<file path="src/rtl/pcgbr_pkg.sv">
`timescale 1ns / 1ps
`default_nettype none

package pcgbr_pkg;

   localparam int ValueWidth    = 32;
   localparam int StateWidth    = 64;
   localparam int RegIndexWidth = 1;

   localparam logic [RegIndexWidth-1:0] RegSeed      = 1'd0;
   localparam logic [RegIndexWidth-1:0] RegIncrement = 1'd1;

   localparam logic [StateWidth-1:0] LcgMult  = 64'd6364136223846793005;
   localparam logic [StateWidth-1:0] IncReset = 64'd1442695040888963407;
   // state after seeding with seed zero and the reset increment
   localparam logic [StateWidth-1:0] GenReset = IncReset * LcgMult + IncReset;

   localparam int XshShiftA = 18;
   localparam int XshShiftB = 27;
   localparam int RotShift  = 59;

   localparam int RejectLimit   = 1024;
   localparam int TriesWidth    = $clog2(RejectLimit);
   localparam int DivCountWidth = $clog2(ValueWidth);

   typedef enum logic [1:0] {
      OUT_ZERO,
      OUT_RAW,
      OUT_MOD
   } out_sel_type;

   typedef enum logic {
      DIV_SRC_THRESHOLD,
      DIV_SRC_VALUE
   } div_src_type;

   typedef enum logic [1:0] {
      MUL_LL,
      MUL_HL,
      MUL_LH
   } mul_sel_type;

   typedef enum logic [1:0] {
      ACC_HOLD,
      ACC_LOAD,
      ACC_ADD
   } acc_op_type;

   typedef struct packed {
      logic        load_req;
      logic        div_start;
      div_src_type div_src;
      logic        div_step;
      logic        take_value;
      mul_sel_type mul_sel;
      acc_op_type  acc_op;
      logic        step_draw;
      logic        commit_seed;
      logic        commit;
      logic        set_exh;
      logic        reject;
      logic        out_load;
      out_sel_type out_sel;
      logic        out_err;
   } dp_cmd_type;

   typedef struct packed {
      logic seed_wr;
      logic action;
      logic trivial;
      logic exhausted;
      logic cnt_max;
      logic v_ok;
      logic tries_last;
      logic div_last;
   } dp_status_type;

endpackage

`default_nettype wire

</file>
<file path="src/rtl/pcgbr_dp.sv">
`timescale 1ns / 1ps
`default_nettype none

module pcgbr_dp import pcgbr_pkg::*; (
   input  wire logic                     clock,
   input  wire logic                     reset,
   input  wire logic                     req_tuser,
   input  wire logic [ValueWidth-1:0]    req_tdata,
   input  wire logic                     csr_wr_en,
   input  wire logic [RegIndexWidth-1:0] csr_index,
   input  wire logic [StateWidth-1:0]    csr_wdata,
   input  wire dp_cmd_type               cmd,
   output dp_status_type                 status,
   output logic [ValueWidth-1:0]         rsp_tdata,
   output logic                          rsp_tuser
);

   localparam int HalfWidth = StateWidth / 2;

   logic [StateWidth-1:0]    increment_ff, increment_in;
   logic [StateWidth-1:0]    reseed_inc_ff, reseed_inc_in;
   logic [StateWidth-1:0]    gen_state_ff, gen_state_in;
   logic [StateWidth-1:0]    draw_count_ff, draw_count_in;
   logic                     exhausted_ff, exhausted_in;
   logic                     action_ff, action_in;
   logic [ValueWidth-1:0]    bound_ff, bound_in;
   logic [StateWidth-1:0]    work_s_ff, work_s_in;
   logic [StateWidth-1:0]    work_cnt_ff, work_cnt_in;
   logic [TriesWidth-1:0]    tries_ff, tries_in;
   logic [ValueWidth-1:0]    v_ff, v_in;
   logic [StateWidth-1:0]    prod_ff, prod_in;
   logic [StateWidth-1:0]    acc_ff, acc_in;
   logic [ValueWidth-1:0]    rem_ff, rem_in;
   logic [ValueWidth-1:0]    dq_ff, dq_in;
   logic [DivCountWidth-1:0] div_cnt_ff, div_cnt_in;
   logic [ValueWidth-1:0]    value_ff, value_in;
   logic                     err_ff, err_in;

   logic                     seed_wr;
   logic [HalfWidth-1:0]     mul_a;
   logic [HalfWidth-1:0]     mul_b;
   logic [StateWidth-1:0]    step_sum;
   logic [ValueWidth:0]      div_trial;
   logic [ValueWidth-1:0]    permuted;
   logic [StateWidth-1:0]    xs_wide;
   logic [ValueWidth-1:0]    xs;
   logic [4:0]               rot;
   logic [4:0]               rot_neg;

   assign seed_wr = csr_wr_en && (csr_index == RegSeed);

   // XSH-RR output permutation of the pre-step state
   always_comb begin
      xs_wide  = ((work_s_ff >> XshShiftA) ^ work_s_ff) >> XshShiftB;
      xs       = xs_wide[ValueWidth-1:0];
      rot      = work_s_ff[RotShift +: 5];
      rot_neg  = 5'd0 - rot;
      permuted = (xs >> rot) | (xs << rot_neg);
   end

   assign mul_a = (cmd.mul_sel == MUL_HL) ? work_s_ff[StateWidth-1:HalfWidth]
                                          : work_s_ff[HalfWidth-1:0];
   assign mul_b = (cmd.mul_sel == MUL_LH) ? LcgMult[StateWidth-1:HalfWidth]
                                          : LcgMult[HalfWidth-1:0];

   assign step_sum = acc_ff + (cmd.commit_seed ? reseed_inc_ff : increment_ff);
   assign div_trial = {rem_ff, dq_ff[ValueWidth-1]};

   always_comb begin
      increment_in  = increment_ff;
      reseed_inc_in = reseed_inc_ff;
      gen_state_in  = gen_state_ff;
      draw_count_in = draw_count_ff;
      exhausted_in  = exhausted_ff;
      action_in     = action_ff;
      bound_in      = bound_ff;
      work_s_in     = work_s_ff;
      work_cnt_in   = work_cnt_ff;
      tries_in      = tries_ff;
      v_in          = v_ff;
      prod_in       = {{HalfWidth{1'b0}}, mul_a} * {{HalfWidth{1'b0}}, mul_b};
      acc_in        = acc_ff;
      rem_in        = rem_ff;
      dq_in         = dq_ff;
      div_cnt_in    = div_cnt_ff;
      value_in      = value_ff;
      err_in        = err_ff;

      if (csr_wr_en && (csr_index == RegIncrement)) begin
         increment_in = csr_wdata;
      end

      if (cmd.load_req) begin
         action_in   = req_tuser;
         bound_in    = req_tdata;
         work_s_in   = gen_state_ff;
         work_cnt_in = draw_count_ff;
         tries_in    = '0;
      end

      if (cmd.take_value) begin
         v_in = permuted;
      end

      case (cmd.acc_op)
         ACC_LOAD: acc_in = prod_ff;
         ACC_ADD:  acc_in = {acc_ff[StateWidth-1:HalfWidth] + prod_ff[HalfWidth-1:0],
                             acc_ff[HalfWidth-1:0]};
         default:  acc_in = acc_ff;
      endcase

      if (cmd.step_draw) begin
         work_s_in   = step_sum;
         work_cnt_in = work_cnt_ff + 1'b1;
      end

      if (cmd.commit_seed) begin
         gen_state_in = step_sum;
      end

      if (cmd.commit) begin
         gen_state_in  = work_s_ff;
         draw_count_in = work_cnt_ff;
      end

      if (cmd.set_exh) begin
         exhausted_in = 1'b1;
      end

      if (cmd.reject) begin
         tries_in = tries_ff + 1'b1;
      end

      // seeding: advance from zero gives the increment, then add the seed
      if (seed_wr) begin
         work_s_in     = increment_ff + csr_wdata;
         reseed_inc_in = increment_ff;
      end

      if (cmd.div_start) begin
         rem_in     = '0;
         dq_in      = (cmd.div_src == DIV_SRC_THRESHOLD) ? (ValueWidth'(0) - bound_ff) : v_ff;
         div_cnt_in = '0;
      end else if (cmd.div_step) begin
         if (div_trial >= {1'b0, bound_ff}) begin
            rem_in = ValueWidth'(div_trial - {1'b0, bound_ff});
         end else begin
            rem_in = div_trial[ValueWidth-1:0];
         end
         dq_in      = {dq_ff[ValueWidth-2:0], 1'b0};
         div_cnt_in = div_cnt_ff + 1'b1;
      end

      if (cmd.out_load) begin
         case (cmd.out_sel)
            OUT_RAW: value_in = v_ff;
            OUT_MOD: value_in = rem_ff;
            default: value_in = '0;
         endcase
         err_in = cmd.out_err;
      end
   end

   always_ff @(posedge clock) begin
      if (reset) begin
         increment_ff  <= IncReset;
         gen_state_ff  <= GenReset;
         draw_count_ff <= '0;
         exhausted_ff  <= 1'b0;
      end else begin
         increment_ff  <= increment_in;
         gen_state_ff  <= gen_state_in;
         draw_count_ff <= draw_count_in;
         exhausted_ff  <= exhausted_in;
      end
   end

   always_ff @(posedge clock) begin
      reseed_inc_ff <= reseed_inc_in;
      action_ff     <= action_in;
      bound_ff      <= bound_in;
      work_s_ff     <= work_s_in;
      work_cnt_ff   <= work_cnt_in;
      tries_ff      <= tries_in;
      v_ff          <= v_in;
      prod_ff       <= prod_in;
      acc_ff        <= acc_in;
      rem_ff        <= rem_in;
      dq_ff         <= dq_in;
      div_cnt_ff    <= div_cnt_in;
      value_ff      <= value_in;
      err_ff        <= err_in;
   end

   always_comb begin
      status.seed_wr    = seed_wr;
      status.action     = action_ff;
      status.trivial    = action_ff && (bound_ff <= ValueWidth'(1));
      status.exhausted  = exhausted_ff;
      status.cnt_max    = &work_cnt_ff;
      // the threshold sits in the remainder until the final modulo starts
      status.v_ok       = (v_ff >= rem_ff);
      status.tries_last = (tries_ff == TriesWidth'(RejectLimit - 1));
      status.div_last   = (div_cnt_ff == DivCountWidth'(ValueWidth - 1));
   end

   assign rsp_tdata = value_ff;
   assign rsp_tuser = err_ff;

endmodule

`default_nettype wire

</file>
<file path="src/rtl/pcgbr_ctrl.sv">
`timescale 1ns / 1ps
`default_nettype none

module pcgbr_ctrl import pcgbr_pkg::*; (
   input  wire logic          clock,
   input  wire logic          reset,
   input  wire logic          req_tvalid,
   output logic               req_tready,
   output logic               rsp_tvalid,
   input  wire logic          rsp_tready,
   input  wire dp_status_type status,
   output dp_cmd_type         cmd
);

   typedef enum logic [3:0] {
      ST_IDLE,
      ST_DECIDE,
      ST_DIV_THR,
      ST_DRAW,
      ST_MUL1,
      ST_MUL2,
      ST_MUL3,
      ST_STEP,
      ST_CHECK,
      ST_DIV_RES,
      ST_FINISH
   } state_type;

   state_type   state_ff, state_in;
   logic        seeding_ff, seeding_in;
   logic        rsp_tvalid_ff, rsp_tvalid_in;
   out_sel_type res_sel_ff, res_sel_in;
   logic        res_err_ff, res_err_in;

   assign req_tready = (state_ff == ST_IDLE) && !status.seed_wr;
   assign rsp_tvalid = rsp_tvalid_ff;

   always_comb begin
      state_in      = state_ff;
      seeding_in    = seeding_ff;
      rsp_tvalid_in = rsp_tvalid_ff && !rsp_tready;
      res_sel_in    = res_sel_ff;
      res_err_in    = res_err_ff;
      cmd           = '0;

      case (state_ff)
         ST_IDLE: begin
            if (req_tvalid && req_tready) begin
               cmd.load_req = 1'b1;
               state_in     = ST_DECIDE;
            end
         end
         ST_DECIDE: begin
            if (status.trivial) begin
               res_sel_in = OUT_ZERO;
               res_err_in = 1'b0;
               state_in   = ST_FINISH;
            end else if (status.exhausted) begin
               res_sel_in = OUT_ZERO;
               res_err_in = 1'b1;
               state_in   = ST_FINISH;
            end else if (status.action) begin
               cmd.div_start = 1'b1;
               cmd.div_src   = DIV_SRC_THRESHOLD;
               state_in      = ST_DIV_THR;
            end else begin
               state_in = ST_DRAW;
            end
         end
         ST_DIV_THR: begin
            cmd.div_step = 1'b1;
            if (status.div_last) begin
               state_in = ST_DRAW;
            end
         end
         ST_DRAW: begin
            if (!seeding_ff && status.cnt_max) begin
               cmd.set_exh = 1'b1;
               res_sel_in  = OUT_ZERO;
               res_err_in  = 1'b1;
               state_in    = ST_FINISH;
            end else begin
               cmd.take_value = 1'b1;
               cmd.mul_sel    = MUL_LL;
               state_in       = ST_MUL1;
            end
         end
         ST_MUL1: begin
            cmd.mul_sel = MUL_HL;
            cmd.acc_op  = ACC_LOAD;
            state_in    = ST_MUL2;
         end
         ST_MUL2: begin
            cmd.mul_sel = MUL_LH;
            cmd.acc_op  = ACC_ADD;
            state_in    = ST_MUL3;
         end
         ST_MUL3: begin
            cmd.acc_op = ACC_ADD;
            state_in   = ST_STEP;
         end
         ST_STEP: begin
            if (seeding_ff) begin
               cmd.commit_seed = 1'b1;
               seeding_in      = 1'b0;
               state_in        = ST_IDLE;
            end else begin
               cmd.step_draw = 1'b1;
               state_in      = ST_CHECK;
            end
         end
         ST_CHECK: begin
            if (!status.action) begin
               cmd.commit = 1'b1;
               res_sel_in = OUT_RAW;
               res_err_in = 1'b0;
               state_in   = ST_FINISH;
            end else if (status.v_ok) begin
               cmd.commit    = 1'b1;
               cmd.div_start = 1'b1;
               cmd.div_src   = DIV_SRC_VALUE;
               state_in      = ST_DIV_RES;
            end else if (status.tries_last) begin
               // give up without committing anything
               res_sel_in = OUT_ZERO;
               res_err_in = 1'b1;
               state_in   = ST_FINISH;
            end else begin
               cmd.reject = 1'b1;
               state_in   = ST_DRAW;
            end
         end
         ST_DIV_RES: begin
            cmd.div_step = 1'b1;
            if (status.div_last) begin
               res_sel_in = OUT_MOD;
               res_err_in = 1'b0;
               state_in   = ST_FINISH;
            end
         end
         ST_FINISH: begin
            // hold until the output register is free
            if (!rsp_tvalid_ff || rsp_tready) begin
               cmd.out_load  = 1'b1;
               cmd.out_sel   = res_sel_ff;
               cmd.out_err   = res_err_ff;
               rsp_tvalid_in = 1'b1;
               state_in      = ST_IDLE;
            end
         end
         default: begin
            state_in = ST_IDLE;
         end
      endcase

      // a seed write while idle or seeding starts the seeding sequence anew
      if (status.seed_wr && ((state_ff == ST_IDLE) || seeding_ff)) begin
         seeding_in = 1'b1;
         state_in   = ST_DRAW;
      end
   end

   always_ff @(posedge clock) begin
      if (reset) begin
         state_ff      <= ST_IDLE;
         seeding_ff    <= 1'b0;
         rsp_tvalid_ff <= 1'b0;
         res_sel_ff    <= OUT_ZERO;
         res_err_ff    <= 1'b0;
      end else begin
         state_ff      <= state_in;
         seeding_ff    <= seeding_in;
         rsp_tvalid_ff <= rsp_tvalid_in;
         res_sel_ff    <= res_sel_in;
         res_err_ff    <= res_err_in;
      end
   end

   a_one_at_a_time: assert property (@(posedge clock) disable iff (reset)
      (req_tvalid && req_tready) |=> !req_tready)
      else $error("second transfer accepted while a request is in flight");

   a_no_overwrite: assert property (@(posedge clock) disable iff (reset)
      cmd.out_load |-> (!rsp_tvalid_ff || rsp_tready))
      else $error("pending result overwritten");

   a_load_shows: assert property (@(posedge clock) disable iff (reset)
      cmd.out_load |=> rsp_tvalid_ff)
      else $error("loaded result not presented");

   a_seed_restart: assert property (@(posedge clock) disable iff (reset)
      (status.seed_wr && (state_ff == ST_IDLE)) |=> (seeding_ff && (state_ff == ST_DRAW)))
      else $error("seed write did not start seeding");

endmodule

`default_nettype wire

</file>
<file path="src/rtl/pcg32_bounded_random.sv">
`timescale 1ns / 1ps
`default_nettype none

// PCG32 (XSH-RR) random source with unbiased bounded draws.
// Request channel: req_tuser selects the kind (0 raw 32-bit, 1 bounded),
// req_tdata carries the exclusive upper bound. Response channel: rsp_tdata
// is the value, rsp_tuser flags a failed request (value then zero).
// csr_wr_en/csr_index/csr_wdata write seed (index 0) or increment (index 1).
// A seed write reseeds the state through an LCG step; req_tready is low then.
// One request is in flight at a time. Trivial bound or exhausted: straight
// to the result; raw: one draw; bounded: threshold division, then draws
// (one draw usually, more when rejected), then the result division. Both
// divisions run in the bit-serial remainder unit; each LCG step takes
// three passes through the shared 32x32 multiplier.
// Reset loads the state for seed zero directly, so no seeding pass follows.
// A finished result sits in the output register; if rsp_tready is low the
// block accepts the next request and holds its result until the slot frees.
module pcg32_bounded_random import pcgbr_pkg::*; (
   input  wire logic                     clock,
   input  wire logic                     reset,
   input  wire logic                     req_tvalid,
   output logic                          req_tready,
   input  wire logic [ValueWidth-1:0]    req_tdata,   // [31:0] upper_bound
   input  wire logic                     req_tuser,   // [0] action
   output logic                          rsp_tvalid,
   input  wire logic                     rsp_tready,
   output logic [ValueWidth-1:0]         rsp_tdata,   // [31:0] random_value
   output logic                          rsp_tuser,   // [0] exhausted_error
   input  wire logic                     csr_wr_en,
   input  wire logic [RegIndexWidth-1:0] csr_index,
   input  wire logic [StateWidth-1:0]    csr_wdata
);

   dp_cmd_type    cmd;
   dp_status_type status;

   pcgbr_ctrl u_ctrl (
      .clock      (clock),
      .reset      (reset),
      .req_tvalid (req_tvalid),
      .req_tready (req_tready),
      .rsp_tvalid (rsp_tvalid),
      .rsp_tready (rsp_tready),
      .status     (status),
      .cmd        (cmd)
   );

   pcgbr_dp u_dp (
      .clock     (clock),
      .reset     (reset),
      .req_tuser (req_tuser),
      .req_tdata (req_tdata),
      .csr_wr_en (csr_wr_en),
      .csr_index (csr_index),
      .csr_wdata (csr_wdata),
      .cmd       (cmd),
      .status    (status),
      .rsp_tdata (rsp_tdata),
      .rsp_tuser (rsp_tuser)
   );

endmodule

`default_nettype wire
</file>
<file path="config.mk">
export PLATFORM = sky130hd
export DESIGN_NAME = pcg32_bounded_random
export DESIGN_NICKNAME = d
export VERILOG_FILES = /design/src/rtl/pcgbr_pkg.sv /design/src/rtl/pcgbr_dp.sv /design/src/rtl/pcgbr_ctrl.sv /design/src/rtl/pcg32_bounded_random.sv
export SDC_FILE = /design/constraint.sdc
export NUM_CORES = 2
export LEC_CHECK = 0
export ABC_AREA = 1
export BUFFER_PORTS_ARGS = -buffer_cell sky130_fd_sc_hd__buf_4
export CAP_MARGIN = 20
export CORE_MARGIN = 10
export CORE_UTILIZATION = 40
export CTS_BUF_LIST = sky130_fd_sc_hd__clkbuf_8
export DETAILED_ROUTE_END_ITERATION = 8
export GPL_ROUTABILITY_DRIVEN = 0
export PLACE_DENSITY = 0.63
export SLEW_MARGIN = 10
export SYNTH_ARGS = -nofsm -noshare
export SYNTH_HDL_FRONTEND = slang
export SYNTH_HIERARCHICAL = 1
export SYNTH_SLANG_ARGS = --single-unit
</file>
<file path="constraint.sdc">
create_clock -name clock -period 10.5 [get_ports clock]
set_clock_uncertainty 0.2 [all_clocks]
set_input_delay 0.525 -clock clock [delete_from_list [all_inputs] [get_ports clock]]
set_output_delay 0.525 -clock clock [all_outputs]
set_load 0.05 [all_outputs]
</file>
* Yosys cells after proc, flatten, opt, wreduce, memory -nomap -nowiden
Cells that the tools add are included.
** Word-level totals
- Flip-flop bits (word level) :: 699
- Input port bits :: 103
- Output and inout bits :: 35
- Logic and storage cells :: 185
** Operators by class
- $add $sub $neg :: 9
- Multipliers :: 1
- Order comparisons :: 3
- Eq/ne operators :: 30
- Shift-type cells :: 2
- Mux-type cells :: 79
- Bitwise operators :: 4
- Reductions and logical operators :: 32
** Operators with widths (number)
- $mux 64 :: 8
- $mux 32 :: 5
- $add 64x64->64 :: 2
- $pmux 64 s2 :: 1
- $add 64x1->64 const B :: 1
- $mul 32x32->64 :: 1
- $pmux 32 s2 :: 1
- $reduce_and 64->1 :: 1
- $xor 46x59->59 :: 1
- $mux 4 :: 13
- $pmux 4 s11 :: 1
- $ge 33x32->1 :: 1
- $add 32x32->32 :: 1
- $ge 32x32->1 :: 1
- $le 32x1->1 const B :: 1
- $or 32x32->32 :: 1
- $shl 32x5->32 :: 1
- $shr 32x5->32 :: 1
- $sub 1x32->32 const A :: 1
- $sub 32x32->32 :: 1
- $mux 29 :: 1
- $mux 2 :: 14
- $mux 1 :: 27
- $mux 10 :: 2
- other kinds (33) :: 72

* Logic depth before layout (Yosys ltp)
- Word-level depth :: 10
- Mapped depth :: 43
- Mapped depth without buffers :: 42

* Cells and area by module
Netlist, hierarchy kept.
** Modules (own cells, without submodules)
- pcgbr_dp :: instances 1, cells each 9798, area each 71568.6 um^2, seq. area each 17757.0 um^2
- pcgbr_ctrl :: instances 1, cells each 145, area each 795.8 um^2, seq. area each 180.2 um^2

* Worst setup path after synthesis
Ideal clock, no wire load.
- Path type :: reg2reg
- Start :: register u_ctrl.state_ff[2]
- End :: register u_dp.prod_ff[55]
- Setup time :: 0.113 ns
- Data arrival time :: 8.120 ns
- Required time :: 10.187 ns
- Path slack :: 2.068 ns
- Cell stages (with the launch flop) :: 36
- Path buffers :: 3
- Clock period less this slack :: 8.432 ns
- Cell sequence :: dfxtp_1 inv_2 nor2_1 inv_1 nor2_1 buf_4 nand2_4 buf_6 buf_6 o21ai_0 inv_1 nor2_1 inv_1 fa_1 fa_1 inv_1 fa_1 inv_1 fa_1 inv_1 fa_1 fa_1 fa_1 inv_1 fa_1 inv_1 ha_1 inv_1 o21ai_0 nor2_1 o21ai_0 or2_2 nand2_1 nand3_1 nand2_1 nand2_1
** RTL lines
- from (decl) :: RTL line pcgbr_ctrl.sv:29 : state_type state_ff, state_in;
- from (signal assigned) :: RTL line pcgbr_ctrl.sv:171 : state_ff <= state_in;
- to (signal assigned) :: RTL line pcgbr_dp.sv:186 : prod_ff <= prod_in;
- to (decl) :: RTL line pcgbr_dp.sv:31 : logic [StateWidth-1:0] prod_ff, prod_in;

* Worst setup path in the final report
- Start :: register u_ctrl.state_ff[2]
- End :: register u_dp.prod_ff[60]
** On the way
- Longest elaborated chain between the ends :: 5
- Elaborated cells on any way between the ends :: 9
- Classes of those cells :: mul: 1; eq/ne: 5; mux: 3
** RTL lines
- $eq 4x3->1 or $eq 4x2->1 (tied branches) :: RTL line pcgbr_ctrl.sv:46 : case (state_ff)
- $pmux 2 s3 (*) :: RTL line pcgbr_ctrl.sv:46
- $eq 2x1->1 or $eq 2x2->1 (tied branches) :: RTL line pcgbr_dp.sv:61, pcgbr_dp.sv:63
- $mux 32 or $mux 29 (tied branches) :: RTL line pcgbr_dp.sv:61, pcgbr_dp.sv:63
- $mul 32x32->64 (*) :: RTL line pcgbr_dp.sv:81 : prod_in = {{HalfWidth{1'b0}}, mul_a} * {{HalfWidth{1'b0}}, mul_b};
- named net u_dp.prod_in[60] :: RTL line pcgbr_dp.sv:31
Mark *: on every way through the listed nets, which the timed path passes. The rest lies on a longest branch.
A chain may end at the register's enable or synchronous reset.

==> results.py <==
metrics = {
    "worst_setup_path": {
        "cp.required_ns": 11.06,
        "cpPeakStageDelay_ns": 0.76,
        "critPathTopFamily": "adder cells",
        "path_buf_inv": 12,
        "r2r_setup_slack_ns": 0.68,
        "timing.rr.start": "u_ctrl/state_ff[2]$_SDFFE_PP0P_",
        "worstPathMaxFanout": 42,
        "r2r-end": "u_dp/prod_ff[60]$_DFF_P_",
        "critPathKind": "register to register",
        "r2r_cells": 32,
        "cp_common_cell": "inv_1",
        "critPathCaptureType": "register",
        "arrival_ns": 10.39,
        "critPathLaunchType": "register",
        "slowest_stage": "o21ai_0",
    },
    "global_routing": {
        "grt_pass1_vias": 65000,
        "grt_overflow_total": 0,
        "track_usage_pct": 25.3,
        "grt_pass1_wl_um": 392000,
        "grt_start_max_net_pins": 164,
        "antenna_found_initial": 8,
    },
    "timing": {
        "period_minus_slack_ns": 9.82,
        "hold_violations": 0,
        "fmax_ghz": 0.102,
        "setup_violations": 0,
        "period_share_pct": 93.6,
        "rsz0062_at_grt": "false",
        "slew_violations": 0,
        "hold_ws_ns": 0.0808,
        "finalSetupTns_ns": 0,
        "slew_headroom_pct": 21.7,
        "worstMarginPinSlew_ns": 1.16,
    },
    "route": {
        "drt_iter0_drc": 8050,
        "routedWlPerCell_um": 20.5,
        "wl_um": 259000,
        "vias": 68000,
        "drc": 0,
        "ant_nets": 0,
        "dr.pass1.iters": 7,
        "viasPerCell": 5.38,
    },
    "synth": {
        "synth_flop_cell": "edfxtp_1",
        "yosys.cell_types.count": 67,
        "avgSynthCellArea_sq_um": 7.28,
        "ys.warnings.count": 6,
        "mappedNetlistArea_sq_mm": 0.0724,
        "yosys_register_bits": 698,
        "synth_seq_area_share_pct": 24.8,
        "syn_inst": 9943,
        "synth_edf_count": 396,
        "async_flop_share_pct": 0,
    },
    "clock_tree": {
        "worstSkewPairLatency_ns": 0.90,
        "htreeDepth": 3,
        "clk_pin_slew_worst_paths_ns": 0.06,
        "cts-buffers-inserted": 120,
        "cts_root_buffer": "clkbuf_8",
        "clkSinkCount": 698,
        "clockBufferDepth": 3,
        "postCtsSetupBuffers": 0,
        "cts.repair.resized": 0,
        "cts_tree": "yes",
    },
    "die": {
        "initial_core_util_pct": 40.1,
        "io_pins": 138,
        "die_area_sq_mm": 0.198,
        "fp-row-count": 156,
        "die_width_um": 445,
        "coreArea_sq_mm": 0.180,
        "die_h_um": 445,
    },
    "layout": {
        "num-nets-final": 11500,
        "n_fill_cell": 18200,
        "area_delta_synth_final_pct": 10.3,
        "drive_above_1_share_pct": 5.68,
    },
    "job": {
        "maxCapViolations": 0,
    },
    "outcome": {
        "status": "finished, final reports clean",
    },
    "placement": {
        "portBuffers": 137,
        "dp_hpwl_um": 210000,
    },
    "hold_path": {
        "holdCritPathClass": "input port to register",
        "hold_depth": 2,
        "hold_path_end": "u_dp/exhausted_ff$_SDFFE_PP0P_",
        "hp-start": "reset",
    },
}
[worst max path at each step]
stage,start,endpoint,slack (ns),cells after the start
after floorplan,u_ctrl/state_ff[2]$_SDFFE_PP0P_,u_dp/prod_ff[55]$_DFF_P_,2.07,35
after global placement,u_ctrl/state_ff[2]$_SDFFE_PP0P_,u_dp/prod_ff[60]$_DFF_P_,0.87,32
after detailed placement,u_ctrl/state_ff[2]$_SDFFE_PP0P_,u_dp/prod_ff[60]$_DFF_P_,0.77,32
after CTS,u_ctrl/state_ff[2]$_SDFFE_PP0P_,u_dp/prod_ff[60]$_DFF_P_,0.71,32
after global routing,u_ctrl/state_ff[2]$_SDFFE_PP0P_,u_dp/prod_ff[55]$_DFF_P_,0.36,33
final,u_ctrl/state_ff[2]$_SDFFE_PP0P_,u_dp/prod_ff[60]$_DFF_P_,0.68,32
[routing by layer]
metal / GRT usage (%) / up-vias / routed length, um
met5: 0 / - / 63
met4: 10.2 / 12 / 12100
met3: 5.98 / 608 / 28600
met2: 38.6 / 3605 / 110000
met1: 34.5 / 31800 / 108000
li1: - / 32000 / -
[flip-flops by register name, indices dropped and copies added, names as in the netlist]
signal	flops
u_dp/tries_ff	10
u_dp/rsp_tdata	32
u_ctrl/res_err_ff	1
u_dp/bound_ff	32
u_dp/work_s_ff	64
u_dp/prod_ff	63
u_ctrl/rsp_tvalid	1
u_dp/v_ff	32
u_dp/rem_ff	32
u_dp/exhausted_ff	1
u_dp/gen_state_ff	64
u_dp/increment_ff	64
u_ctrl/res_sel_ff	2
u_ctrl/state_ff	4
u_dp/reseed_inc_ff	64
u_dp/div_cnt_ff	5
u_dp/acc_ff	64
u_dp/action_ff	1
u_dp/rsp_tuser	1
u_dp/dq_ff	32
u_ctrl/seeding_ff	1
u_dp/draw_count_ff	64
u_dp/work_cnt_ff	64
[cell families after synthesis]
kind of cell,synth area share [%]
compound gates,9.99
xor+xnor,2.74
simple gates,25.6
flops,24.8
fa+ha+maj,26.0
mux,0.114
buf+inv,10.7
other cells,0.0104
[placed cells by master (no fill, tap or decap), types with 9 or more instances in the layout]
cell type | synthesis | routed
dfxtp_1 | 302 | 302
nor2_1 | 975 | 967
o21ai_2 | 18 | 19
o21bai_1 | 35 | 35
inv_2 | 34 | 34
conb_1 | 2 | 31
nand2_1 | 2657 | 2655
bufinv_16 | 0 | 12
a31oi_1 | 46 | 46
fa_1 | 539 | 539
inv_1 | 1742 | 1779
a22oi_1 | 28 | 28
dlygate4sd3_1 | 0 | 98
o21ai_1 | 29 | 34
a21boi_0 | 9 | 9
nand2_2 | 18 | 20
or2_2 | 16 | 16
nand4_1 | 60 | 60
nor2_4 | 16 | 22
o21a_1 | 11 | 11
clkinv_1 | 1 | 12
edfxtp_1 | 396 | 396
o211ai_1 | 62 | 62
and2_1 | 9 | 9
xnor2_1 | 71 | 71
xor2_1 | 150 | 149
nand3b_1 | 30 | 30
clkinv_2 | 0 | 24
nor2_2 | 26 | 28
nand3_1 | 517 | 516
a21o_1 | 21 | 21
a221oi_1 | 14 | 14
a21oi_1 | 486 | 485
nor4_1 | 24 | 24
o21ai_0 | 529 | 523
nor3_1 | 109 | 108
buf_4 | 10 | 220
clkbuf_8 | 0 | 134
ha_1 | 644 | 643
[cell usage after synthesis (25+ instances only)]
library cell	instances	area (sq um)
a21oi_1	486	2430
nor3_1	109	546
a22oi_1	28	210
inv_2	34	128
clkbuf_1	163	612
nand3b_1	30	225
o211ai_1	62	465
edfxtp_1	396	11900
nor2_1	975	3660
nand2_1	2657	9970
xor2_1	150	1310
ha_1	644	8060
nand3_1	517	2590
buf_1	25	93.8
nand4_1	60	375
buf_2	36	180
fa_1	539	10800
dfxtp_1	302	6050
inv_1	1742	6540
o21ai_1	29	145
a31oi_1	46	288
nor2_2	26	163
o21ai_0	529	2650
xnor2_1	71	622
o21bai_1	35	263
[cell type report]
cell class | instances | area (sq um) | area share (%)
inverters | 1777 | 6670 | 8.36
flip-flops and latches | 698 | 17900 | 22.5
well taps | 2370 | 2970 | 3.71
clock buffers | 134 | 1840 | 2.31
multi-input cells | 7253 | 46900 | 58.7
repair buffers | 324 | 2760 | 3.46
clock inverters | 94 | 776 | 0.972
diodes | 3 | 7.51 | 0.00940
[worst reg2reg max path, delay by kind of cell, from the launching register on]
| family | cells | cell delay (ns) |
|---|---|---|
| buffers and inverters | 12 | 1.58 |
| AO/OA/AOI/OAI | 5 | 1.57 |
| flip-flops | 1 | 0.43 |
| AND/OR/NAND/NOR | 6 | 1.52 |
| adder cells (fa/ha/maj) | 9 | 4.43 |
[through the flow]
step / area, sq um / setup slack (ns) / cells / utilization (%)
floorplan: 72500 / 2.07 / 9972 / -
global placement: 76100 / 0.866 / 12300 / 42.2
detailed placement: 76200 / 0.772 / 12300 / 42.3
CTS: 79800 / 0.712 / 12600 / 44.3
global route: 79800 / 0.360 / 12700 / 44.3
finish: 79800 / 0.677 / 12700 / 44.3
[timing repair]
action                     4_1_cts  5_1_grt
hold endpoints to repair       100        0
setup endpoints to repair        0        0
hold buffers                    98        0
Power is not shown: default switching activity piles up to over one toggle a cycle in this logic, so the estimate is an artifact.
